===== config.mk =====
export PLATFORM = sky130hd
export DESIGN_NAME = epoch_to_local_calendar_core
export DESIGN_NICKNAME = d
export VERILOG_FILES = /design/src/sv/ectlc_pkg.sv /design/src/sv/epoch_to_local_calendar_core.sv /design/src/sv/ectlc_day_split.sv /design/src/sv/ectlc_field_calc.sv
export SDC_FILE = /design/constraint.sdc
export NUM_CORES = 2
export LEC_CHECK = 0
export BUFFER_PORTS_ARGS = -buffer_cell sky130_fd_sc_hd__buf_2
export CORE_AREA = 2 2 307 248
export CTS_CLUSTER_DIAMETER = 60
export CTS_CLUSTER_SIZE = 8
export DETAILED_ROUTE_END_ITERATION = 10
export DIE_AREA = 0 0 309 250
export SYNTH_ARGS = -nofsm -noshare
export SYNTH_HDL_FRONTEND = slang
export SYNTH_SLANG_ARGS = --single-unit

===== constraint.sdc =====
create_clock -name clk -period 20.8 [get_ports clk]
set_input_delay 1.04 -clock clk [delete_from_list [all_inputs] [get_ports clk]]
set_output_delay 1.04 -clock clk [all_outputs]
set_load 0.03 [all_outputs]

===== src/sv/ectlc_pkg.sv =====
package ectlc_pkg;

	localparam int unsigned EPOCH_W = 32;
	localparam int unsigned LOCAL_W = 33;
	localparam int unsigned DAYS_W = 17;
	localparam int unsigned SECS_W = 17;

	localparam logic [34:0] SECS_PER_HOUR = 35'd3600;
	localparam logic [32:0] SECS_PER_DAY = 33'd86400;
	localparam logic [16:0] DAYS_LIMIT = 17'd47482;
	localparam logic [4:0] OFFSET_RESET = 5'sd5;

	localparam logic [26:0] RECIP_675 = 27'd101806633;
	localparam logic [16:0] RECIP_1461 = 17'd91868;
	localparam logic [16:0] RECIP_7 = 17'd74899;
	localparam logic [17:0] RECIP_3600 = 18'd149131;
	localparam logic [12:0] RECIP_60 = 13'd4370;

	localparam logic [15:0] DAYS_FROM_1968 = 16'd731;
	localparam logic [15:0] EPOCH_WEEKDAY = 16'd4;
	localparam logic [11:0] BASE_YEAR = 12'd1968;

	typedef struct packed {
		logic valid;
		logic oor;
		logic [DAYS_W-1:0] days;
		logic [SECS_W-1:0] secs;
	} day_split_t;

	function automatic logic [8:0] month_start(input logic [3:0] idx, input logic leap);
		logic [8:0] base;
		case (idx)
			4'd0: base = 9'd0;
			4'd1: base = 9'd31;
			4'd2: base = 9'd59;
			4'd3: base = 9'd90;
			4'd4: base = 9'd120;
			4'd5: base = 9'd151;
			4'd6: base = 9'd181;
			4'd7: base = 9'd212;
			4'd8: base = 9'd243;
			4'd9: base = 9'd273;
			4'd10: base = 9'd304;
			4'd11: base = 9'd334;
			default: base = 9'd0;
		endcase
		if (leap && idx >= 4'd2) begin
			base = base + 9'd1;
		end
		return base;
	endfunction

endpackage


===== src/sv/epoch_to_local_calendar_core.sv =====
// Converts an unsigned count of Unix epoch seconds into broken-down local time.
// A request is taken at each rising edge where start is high and busy is low.
// The block is fully pipelined, so busy stays low and a new request may be
// given in every cycle; the sustained rate is one request per clock.
// Each result appears on the field ports for one cycle with done high, and
// results leave in request order.
// The pipeline has seven register stages: offset add, reciprocal
// multiply for the day count, day and second split, the four-year cycle,
// weekday and hour multiplies, their remainders, year decode with the minute
// multiply, and the final month lookup that feeds the output registers.
// The user must write the local offset in whole hours through cfg_wr_en and
// cfg_wr_data only while no request is in flight; the block does not enforce it.
// A local time outside 1970 through 2099 gives out_of_range high and all
// other fields zero. The local offset resets to plus five hours.
// Reset clears every valid bit in the pipeline, so no result follows a reset
// for requests taken before it. The receiver cannot stall, and each result
// must be taken in the cycle in which done is high.
module epoch_to_local_calendar_core import ectlc_pkg::*; (
	input logic clk,
	input logic arst_n,
	input logic start,
	output logic busy,
	input logic [31:0] epoch_seconds,
	input logic cfg_wr_en,
	input logic [4:0] cfg_wr_data,
	output logic done,
	output logic [5:0] second,
	output logic [5:0] minute,
	output logic [4:0] hour,
	output logic [4:0] day_of_month,
	output logic [3:0] month,
	output logic [11:0] year,
	output logic [2:0] weekday,
	output logic [8:0] day_of_year,
	output logic out_of_range
);

	logic [4:0] offset_q;
	day_split_t split;

	always_ff @(posedge clk or negedge arst_n) begin
		if (!arst_n) begin
			offset_q <= OFFSET_RESET;
		end else if (cfg_wr_en) begin
			offset_q <= cfg_wr_data;
		end
	end

	assign busy = 1'b0;

	ectlc_day_split u_day_split (
		.clk (clk),
		.arst_n (arst_n),
		.in_valid (start && !busy),
		.epoch_seconds (epoch_seconds),
		.utc_offset_hours (offset_q),
		.split (split)
	);

	ectlc_field_calc u_field_calc (
		.clk (clk),
		.arst_n (arst_n),
		.split (split),
		.done (done),
		.second (second),
		.minute (minute),
		.hour (hour),
		.day_of_month (day_of_month),
		.month (month),
		.year (year),
		.weekday (weekday),
		.day_of_year (day_of_year),
		.out_of_range (out_of_range)
	);

endmodule


===== src/sv/ectlc_day_split.sv =====
module ectlc_day_split import ectlc_pkg::*; (
	input logic clk,
	input logic arst_n,
	input logic in_valid,
	input logic [EPOCH_W-1:0] epoch_seconds,
	input logic [4:0] utc_offset_hours,
	output day_split_t split
);

	logic [34:0] local_c;
	logic valid_s1;
	logic neg_s1;
	logic [LOCAL_W-1:0] loc_s1;

	logic [52:0] prod_c;
	logic valid_s2;
	logic neg_s2;
	logic [LOCAL_W-1:0] loc_s2;
	logic [52:0] prod_s2;

	logic [DAYS_W-1:0] days_c;
	logic [32:0] day_secs_c;
	logic [32:0] secs_c;
	logic valid_s3;
	logic oor_s3;
	logic [DAYS_W-1:0] days_s3;
	logic [SECS_W-1:0] secs_s3;

	assign local_c = {3'b000, epoch_seconds}
		+ {{30{utc_offset_hours[4]}}, utc_offset_hours} * SECS_PER_HOUR;

	always_ff @(posedge clk or negedge arst_n) begin
		if (!arst_n) begin
			valid_s1 <= 1'b0;
		end else begin
			valid_s1 <= in_valid;
		end
	end

	always_ff @(posedge clk) begin
		neg_s1 <= local_c[34];
		loc_s1 <= local_c[LOCAL_W-1:0];
	end

	// Dividing by 86400 is a shift by 7 followed by a reciprocal multiply for 675.
	assign prod_c = {27'd0, loc_s1[32:7]} * {26'd0, RECIP_675};

	always_ff @(posedge clk or negedge arst_n) begin
		if (!arst_n) begin
			valid_s2 <= 1'b0;
		end else begin
			valid_s2 <= valid_s1;
		end
	end

	always_ff @(posedge clk) begin
		neg_s2 <= neg_s1;
		loc_s2 <= loc_s1;
		prod_s2 <= prod_c;
	end

	assign days_c = prod_s2[52:36];
	assign day_secs_c = {16'd0, days_c} * SECS_PER_DAY;
	assign secs_c = loc_s2 - day_secs_c;

	always_ff @(posedge clk or negedge arst_n) begin
		if (!arst_n) begin
			valid_s3 <= 1'b0;
		end else begin
			valid_s3 <= valid_s2;
		end
	end

	always_ff @(posedge clk) begin
		oor_s3 <= neg_s2 || (days_c >= DAYS_LIMIT);
		days_s3 <= days_c;
		secs_s3 <= secs_c[SECS_W-1:0];
	end

	assign split.valid = valid_s3;
	assign split.oor = oor_s3;
	assign split.days = days_s3;
	assign split.secs = secs_s3;

endmodule


===== src/sv/ectlc_field_calc.sv =====
module ectlc_field_calc import ectlc_pkg::*; (
	input logic clk,
	input logic arst_n,
	input day_split_t split,
	output logic done,
	output logic [5:0] second,
	output logic [5:0] minute,
	output logic [4:0] hour,
	output logic [4:0] day_of_month,
	output logic [3:0] month,
	output logic [11:0] year,
	output logic [2:0] weekday,
	output logic [8:0] day_of_year,
	output logic out_of_range
);

	logic [15:0] dp_c;
	logic [15:0] wx_c;
	logic [32:0] cyc_prod_c;
	logic [32:0] wd_prod_c;
	logic [34:0] hr_prod_c;
	logic valid_s4;
	logic oor_s4;
	logic [15:0] dp_s4;
	logic [15:0] wx_s4;
	logic [SECS_W-1:0] secs_s4;
	logic [32:0] cyc_prod_s4;
	logic [32:0] wd_prod_s4;
	logic [34:0] hr_prod_s4;

	logic [5:0] cycle_c;
	logic [15:0] cyc_r_c;
	logic [13:0] wq_c;
	logic [15:0] wday_c;
	logic [4:0] hour_c;
	logic [SECS_W-1:0] remh_c;
	logic valid_s5;
	logic oor_s5;
	logic [5:0] cycle_s5;
	logic [10:0] r_s5;
	logic [2:0] wday_s5;
	logic [4:0] hour_s5;
	logic [11:0] remh_s5;

	logic [10:0] t_c;
	logic [1:0] yo_c;
	logic [10:0] yday_c;
	logic [24:0] min_prod_c;
	logic valid_s6;
	logic oor_s6;
	logic [11:0] year_s6;
	logic [8:0] yday_s6;
	logic leap_s6;
	logic [24:0] min_prod_s6;
	logic [11:0] remh_s6;
	logic [2:0] wday_s6;
	logic [4:0] hour_s6;

	logic [3:0] mon_idx_c;
	logic [8:0] mday_c;
	logic [5:0] minute_c;
	logic [11:0] second_c;
	logic valid_s7;
	logic oor_s7;
	logic [5:0] second_s7;
	logic [5:0] minute_s7;
	logic [4:0] hour_s7;
	logic [4:0] mday_s7;
	logic [3:0] month_s7;
	logic [11:0] year_s7;
	logic [2:0] wday_s7;
	logic [8:0] yday_s7;

	// Days are counted from 1968-01-01 so that every four-year cycle opens with its leap year.
	assign dp_c = split.days[15:0] + DAYS_FROM_1968;
	assign wx_c = split.days[15:0] + EPOCH_WEEKDAY;
	assign cyc_prod_c = {17'd0, dp_c} * {16'd0, RECIP_1461};
	assign wd_prod_c = {17'd0, wx_c} * {16'd0, RECIP_7};
	assign hr_prod_c = {18'd0, split.secs} * {17'd0, RECIP_3600};

	always_ff @(posedge clk or negedge arst_n) begin
		if (!arst_n) begin
			valid_s4 <= 1'b0;
		end else begin
			valid_s4 <= split.valid;
		end
	end

	always_ff @(posedge clk) begin
		oor_s4 <= split.oor;
		dp_s4 <= dp_c;
		wx_s4 <= wx_c;
		secs_s4 <= split.secs;
		cyc_prod_s4 <= cyc_prod_c;
		wd_prod_s4 <= wd_prod_c;
		hr_prod_s4 <= hr_prod_c;
	end

	assign cycle_c = cyc_prod_s4[32:27];
	assign cyc_r_c = dp_s4 - {10'd0, cycle_c} * 16'd1461;
	assign wq_c = wd_prod_s4[32:19];
	assign wday_c = wx_s4 - {2'd0, wq_c} * 16'd7;
	assign hour_c = hr_prod_s4[33:29];
	assign remh_c = secs_s4 - {12'd0, hour_c} * 17'd3600;

	always_ff @(posedge clk or negedge arst_n) begin
		if (!arst_n) begin
			valid_s5 <= 1'b0;
		end else begin
			valid_s5 <= valid_s4;
		end
	end

	always_ff @(posedge clk) begin
		oor_s5 <= oor_s4;
		cycle_s5 <= cycle_c;
		r_s5 <= cyc_r_c[10:0];
		wday_s5 <= wday_c[2:0];
		hour_s5 <= hour_c;
		remh_s5 <= remh_c[11:0];
	end

	assign t_c = r_s5 - 11'd366;

	always_comb begin
		if (r_s5 < 11'd366) begin
			yo_c = 2'd0;
			yday_c = r_s5;
		end else if (t_c < 11'd365) begin
			yo_c = 2'd1;
			yday_c = t_c;
		end else if (t_c < 11'd730) begin
			yo_c = 2'd2;
			yday_c = t_c - 11'd365;
		end else begin
			yo_c = 2'd3;
			yday_c = t_c - 11'd730;
		end
	end

	assign min_prod_c = {13'd0, remh_s5} * {12'd0, RECIP_60};

	always_ff @(posedge clk or negedge arst_n) begin
		if (!arst_n) begin
			valid_s6 <= 1'b0;
		end else begin
			valid_s6 <= valid_s5;
		end
	end

	always_ff @(posedge clk) begin
		oor_s6 <= oor_s5;
		year_s6 <= BASE_YEAR + {4'd0, cycle_s5, 2'b00} + {10'd0, yo_c};
		yday_s6 <= yday_c[8:0];
		leap_s6 <= (yo_c == 2'd0);
		min_prod_s6 <= min_prod_c;
		remh_s6 <= remh_s5;
		wday_s6 <= wday_s5;
		hour_s6 <= hour_s5;
	end

	always_comb begin
		mon_idx_c = 4'd0;
		for (int i = 1; i < 12; i++) begin
			if (yday_s6 >= month_start(4'(i), leap_s6)) begin
				mon_idx_c = 4'(i);
			end
		end
	end

	assign mday_c = yday_s6 - month_start(mon_idx_c, leap_s6) + 9'd1;
	assign minute_c = min_prod_s6[23:18];
	assign second_c = remh_s6 - {6'd0, minute_c} * 12'd60;

	always_ff @(posedge clk or negedge arst_n) begin
		if (!arst_n) begin
			valid_s7 <= 1'b0;
		end else begin
			valid_s7 <= valid_s6;
		end
	end

	always_ff @(posedge clk) begin
		oor_s7 <= oor_s6;
		if (oor_s6) begin
			second_s7 <= '0;
			minute_s7 <= '0;
			hour_s7 <= '0;
			mday_s7 <= '0;
			month_s7 <= '0;
			year_s7 <= '0;
			wday_s7 <= '0;
			yday_s7 <= '0;
		end else begin
			second_s7 <= second_c[5:0];
			minute_s7 <= minute_c;
			hour_s7 <= hour_s6;
			mday_s7 <= mday_c[4:0];
			month_s7 <= mon_idx_c + 4'd1;
			year_s7 <= year_s6;
			wday_s7 <= wday_s6;
			yday_s7 <= yday_s6;
		end
	end

	assign done = valid_s7;
	assign second = second_s7;
	assign minute = minute_s7;
	assign hour = hour_s7;
	assign day_of_month = mday_s7;
	assign month = month_s7;
	assign year = year_s7;
	assign weekday = wday_s7;
	assign day_of_year = yday_s7;
	assign out_of_range = oor_s7;

endmodule


Word level (Yosys, flattened, before mapping)
Memory sizes are Yosys's and may differ from the RTL's.
Index checks and enable logic that the tools add are counted.
Widths: inputs -> output; s select.
- multipliers: 11
- reductions and logical operators: 3
- magnitude comparators: 16
- multiplexer cells: 28
- add/sub/neg operators: 17
- operators with widths (kind ; number):
    $mul 26x27->53 const B ; 1
    $mux 4 ; 11
    $ge 9x8->1 ; 4
    $add 32x35->35 ; 1
    $mul 35x8->31 const B ; 1
    $mul 17x18->34 const B ; 1
    $mul 16x17->33 const B ; 1
    $mul 16x15->31 const B ; 1
    $ge 9x9->1 ; 3
    $mux 9 ; 3
    $mul 12x12->23 const B ; 1
    $lt 11x9->1 const B ; 2
    $ge 9x7->1 ; 2
    $ge 17x16->1 const B ; 1
    $mul 17x10->10 const B ; 1
    $sub 17x17->17 ; 1
    $add 16x10->16 const B ; 1
    $add 16x3->16 const B ; 1
    $mul 14x3->3 const B ; 1
    $add 11x8->12 const A ; 1
    $add 12x2->12 ; 1
    $sub 12x12->12 ; 1
    $lt 11x10->1 const B ; 1
    $mul 6x11->11 const B ; 1
    21 further kinds ; 32
- memory bits (read-only): 144
- output and inout port bits: 53
- memories: 1
- flip-flop bits (word level): 425
- logic and storage cells: 122
- memory list (memory ; depth ; width ; rd ports ; clocked after Yosys merged registers in ; wr ports ; RTL line ; source):
    (name not given) ; 16 ; 9 ; 1 ; 0 ; 0 ; ectlc_pkg.sv:32 ; case (idx)

Depth between registers and ports, before layout
- depth after elaboration: 17
- depth in mapped cells: 31
- gate-level depth less buffers: 31

Cells and area by module
From an unflattened synthesis, not the netlist that was laid out.
- cells, all modules: 3599
- area, all modules: 35970.7 um2
- modules (own cells, without submodules) (module ; seq. area each (um2) ; cells an instance ; area an instance (um2) ; instances):
    ectlc_field_calc ; 3523.4 ; 2030 ; 20397.1 ; 1
    ectlc_day_split ; 2157.1 ; 1557 ; 15378.5 ; 1
    epoch_to_local_calendar_core ; 127.6 ; 12 ; 195.2 ; 1

Worst setup path before layout
OpenSTA, ideal clock, no wires.
- path kind: reg-to-reg
- start point: register u_day_split.days_s3[1]
- end point: register u_field_calc.cyc_prod_s4[32]
- required time: 20728 ps
- stages on the path, launching flop included: 30
- arrival time: 7494 ps
- buffers on the path: 0
- setup slack: 13233 ps
- period minus slack after synthesis: 7567 ps
- library setup time: 72 ps
- path through: dfxtp_1 -> inv_1 -> ha_1 -> a21oi_1 -> nor3b_1 -> nor2b_1 -> o31ai_2 -> nor2b_1 -> nor2_1 -> xnor2_1 -> inv_1 -> fa_1 -> fa_1 -> inv_1 -> fa_1 -> inv_1 -> fa_1 -> fa_1 -> inv_1 -> fa_1 -> inv_1 -> ha_1 -> a21o_1 -> a21o_1 -> a21o_1 -> a211o_1 -> a211oi_1 -> o41ai_2 -> a21oi_1 -> xnor2_1
- longest elaborated chain between the ends: 2
- RTL lines (item ; RTL line ; source):
    start: declaration ; ectlc_day_split.sv:26 ; logic [DAYS_W-1:0] days_s3;
    start signal: assignment ; ectlc_day_split.sv:76 ; days_s3 <= days_c;
    $add 16x10->16 ; ectlc_field_calc.sv:75 ; assign dp_c = split.days[15:0] + DAYS_FROM_1968;
    $mul 16x15->31 ; ectlc_field_calc.sv:77 ; assign cyc_prod_c = {17'd0, dp_c} * {16'd0, RECIP_1461};
    named net u_field_calc.cyc_prod_c[32] ; ectlc_field_calc.sv:19 ; logic [32:0] cyc_prod_c;
    end signal: assignment ; ectlc_field_calc.sv:94 ; cyc_prod_s4 <= cyc_prod_c;
    end: declaration ; ectlc_field_calc.sv:27 ; logic [32:0] cyc_prod_s4;
The timed path passes the listed nets, and every way through them passes these cells.
A chain may end at the register's enable or synchronous reset.

Worst setup path after layout
Same ends and word-level chain as after synthesis.

==> impl_metrics.toml <==
[status]
status = "finished, final reports clean"

[global_routing]
antenna_found_initial = 0
grt_pass1_wl_um = 118100
grt_max_degree = 51
grt_pass1_vias = 23200
grt-ovfl-total = 0
grt_usage_pct = 18.98

[critical_path]
critPathMaxFanout = 8
cp-end-kind = "flop"
worstReg2RegStart = "u_day_split.days_s3[1]"
r2r_setup_slack_ns = 12.52
timing.rr.end = "u_field_calc.cyc_prod_s4[32]"
critPathSlowestCell = "fa_1"
critPathMaxStageDelay_ns = 0.54
worstPathRequired_ns = 21.25
cp.arrival_ns = 8.73
reg2reg_depth = 28
start_kind = "flop"
path_buf_inv = 5
crit_top_cell = "fa_1"
cp_top_family = "adder cells"
critPathKind = "flop to flop"

[synthesis]
synth_cell_types = 79
yosys-top-cells-area = "ha_1, fa_1, dfxtp_1"
ys_seq_area_share_pct = 16.36
synth-edff-count = 0
synth_nets = 4892
synth_area_per_cell_um2 = 9.981
synth_flop_cell = "dfxtp_1"
ys.warnings.count = 0
ys_ff_latch = 286
syn_area_um2 = 35370
synth.top_cell.area_share_pct = 31.27
async_reset_ff_share_pct = 4.196
synth_cells = 3544
synth_area_leader_cell = "ha_1"

[clocking]
post_cts_resized = 0
postCtsSetupBuffers = 0
root_buffer = "clkbuf_16"
cts_buffer_depth = 3
htreeDepth = 2
cts_tree = "built"
postCtsHoldBufs = 0
clk_latency_ns = 0.58
cts.clk_slew.worst_paths_ns = 0.05
cts_made_buffers = 48
cts_sinks = 286

[route]
routedWlPerCell_um = 14.89
ant_nets = 0
vias_per_cell = 4.755
num_vias = 22310
routed_wirelength_um = 69850
drc = 0
first_pass_iters = 4
drt_iter0_markers = 890

[floorplan]
die_area_um2 = 77250
ios = 94
start_util_pct = 47.45
std_cell_rows = 90
coreArea_um2 = 74550
die_y_um = 250
die_w_um = 309

[placed_design]
gp_congestion = 0.8759
port_buffers = 92
dp_hpwl_um = 59440

[timing]
fin_crit_sh_pct = 39.82
rsz0062_at_grt = "false"
fmax_mhz = 120.7
finalSetupViolations = 0
finClkSkew_ns = 0.03255
fin_tns_setup_ns = 0
worst_pin_slew_ns = 1.051
slew_headroom_pct = 29.93
fin_crit_ns = 8.283
hold_viol = 0
slew_viol_final = 0

[hold_path]
worstHoldPathType = "flop to flop"
min_path_cells = 0
min_to = "u_field_calc.remh_s5[3]"
hold_start = "u_field_calc.secs_s4[3]"

[layout]
diodes = 0
synthToLayoutAreaGrowth_pct = 8.599
drive_above_1_share_pct = 5.409
final_nets = 5008

[flow_run]
drv_cap = 0
-- cells by family (layout without fill, tap and decap cells) --
kind of cell / after synthesis / in the layout / synth area share [%]
compound gates: 402 / 402 / 7.453
simple gates: 377 / 377 / 5.253
buf+inv: 954 / 1089 / 10.24
other cells: 1 / 1 / 0.01060
xor+xnor: 210 / 210 / 5.263
flops: 286 / 286 / 16.36
mux: 7 / 7 / 0.2087
fa+ha+maj: 1307 / 1307 / 55.21
-- cell usage after synthesis, types with 4 or more instances --
library cell,number
and3_1,12
clkbuf_1,16
xor2_1,61
a21boi_0,5
o21a_1,15
nor3b_1,4
fa_1,423
nand4_1,21
nand3_1,25
buf_4,6
a211o_1,8
nand2b_1,20
a31oi_1,12
nor4_1,6
nand2_1,76
nor2_1,111
a221o_1,4
a21o_1,59
o31a_1,4
or2_2,6
a211oi_1,11
mux2i_1,4
a2111oi_0,4
xnor2_1,146
and2_1,8
dfxtp_1,274
or3_1,9
o21ai_1,8
ha_1,884
nor3_1,20
nor2b_1,51
inv_1,924
nand3b_1,4
o21bai_1,17
a21oi_1,131
dfrtp_1,10
o21ai_0,71
buf_2,4
o211ai_1,7
-- state kept, by name (all words and copies together), names as in the netlist, 12 cells and up --
register / cells
u_day_split.days_s3: 16
u_day_split.loc_s1: 33
u_day_split.loc_s2: 17
u_day_split.prod_s2: 17
u_day_split.secs_s3: 17
u_field_calc.remh_s5: 12
u_field_calc.secs_s4: 12
-- cells in the final DEF, fill, tap and decap left out, types with 71 or more instances in the layout --
master and instances:
a21oi_1 131, buf_2 92, dfxtp_1 273, fa_1 423, ha_1 884, inv_1 924, nand2_1 76, nor2_1 111
o21ai_0 71, xnor2_1 146
-- stage by stage --
| stage | util, % | instance area, um^2 | instances | hold WS, ns | setup WS [ns] |
|---|---|---|---|---|---|
| 6_report | 51.53 | 38420 | 4691 | 0.3177 | 12.52 |
| 5_1_grt | 51.53 | 38420 | 4691 | 0.3185 | 11.81 |
| 4_1_cts | 51.53 | 38420 | 4691 | 0.2959 | 12.48 |
| 3_5_place_dp | 49.60 | 36980 | 4622 | 0.3121 | 12.48 |
| 3_3_place_gp | 49.60 | 36980 | 4622 | 0.3103 | 12.56 |
| 2_1_floorplan | - | 35370 | 3544 | 0.3096 | 13.23 |
-- per-layer routing --
metal  up-vias  wire length, um  global-route usage (%)
li1      11500                -                       -
met1     10440            36570                   28.19
met2       295            29560                   29.36
met3        73             2589                   2.666
met4         0             1132                   3.800
met5         -                0                       0
-- cell type report --
cell class,instances,area [um^2]
Inverter,924,3468
Clock buffer,57,1296
Tap cell,1012,1266
Fill cell,6915,36130
Sequential cell,286,5789
Timing Repair Buffer,96,490.5
Multi-Input combinational cell,2304,25960
Clock inverter,12,142.6
-- how the worst max path moves through the flow --
stage                                      start                           end  slack (ns)  cells after the start
after global placement    u_day_split.days_s3[1]  u_field_calc.cyc_prod_s4[32]       12.56                     29
after global routing      u_day_split.days_s3[1]  u_field_calc.cyc_prod_s4[32]       11.81                     28
after floorplan           u_day_split.days_s3[1]  u_field_calc.cyc_prod_s4[32]       13.23                     29
after detailed placement  u_day_split.days_s3[1]  u_field_calc.cyc_prod_s4[32]       12.48                     28
final                     u_day_split.days_s3[1]  u_field_calc.cyc_prod_s4[32]       12.52                     28
after CTS                 u_day_split.days_s3[1]  u_field_calc.cyc_prod_s4[32]       12.48                     29
Power is left out: the tool's default activity adds up to more than one toggle a clock period on the data nets, which glitch-free logic cannot reach.
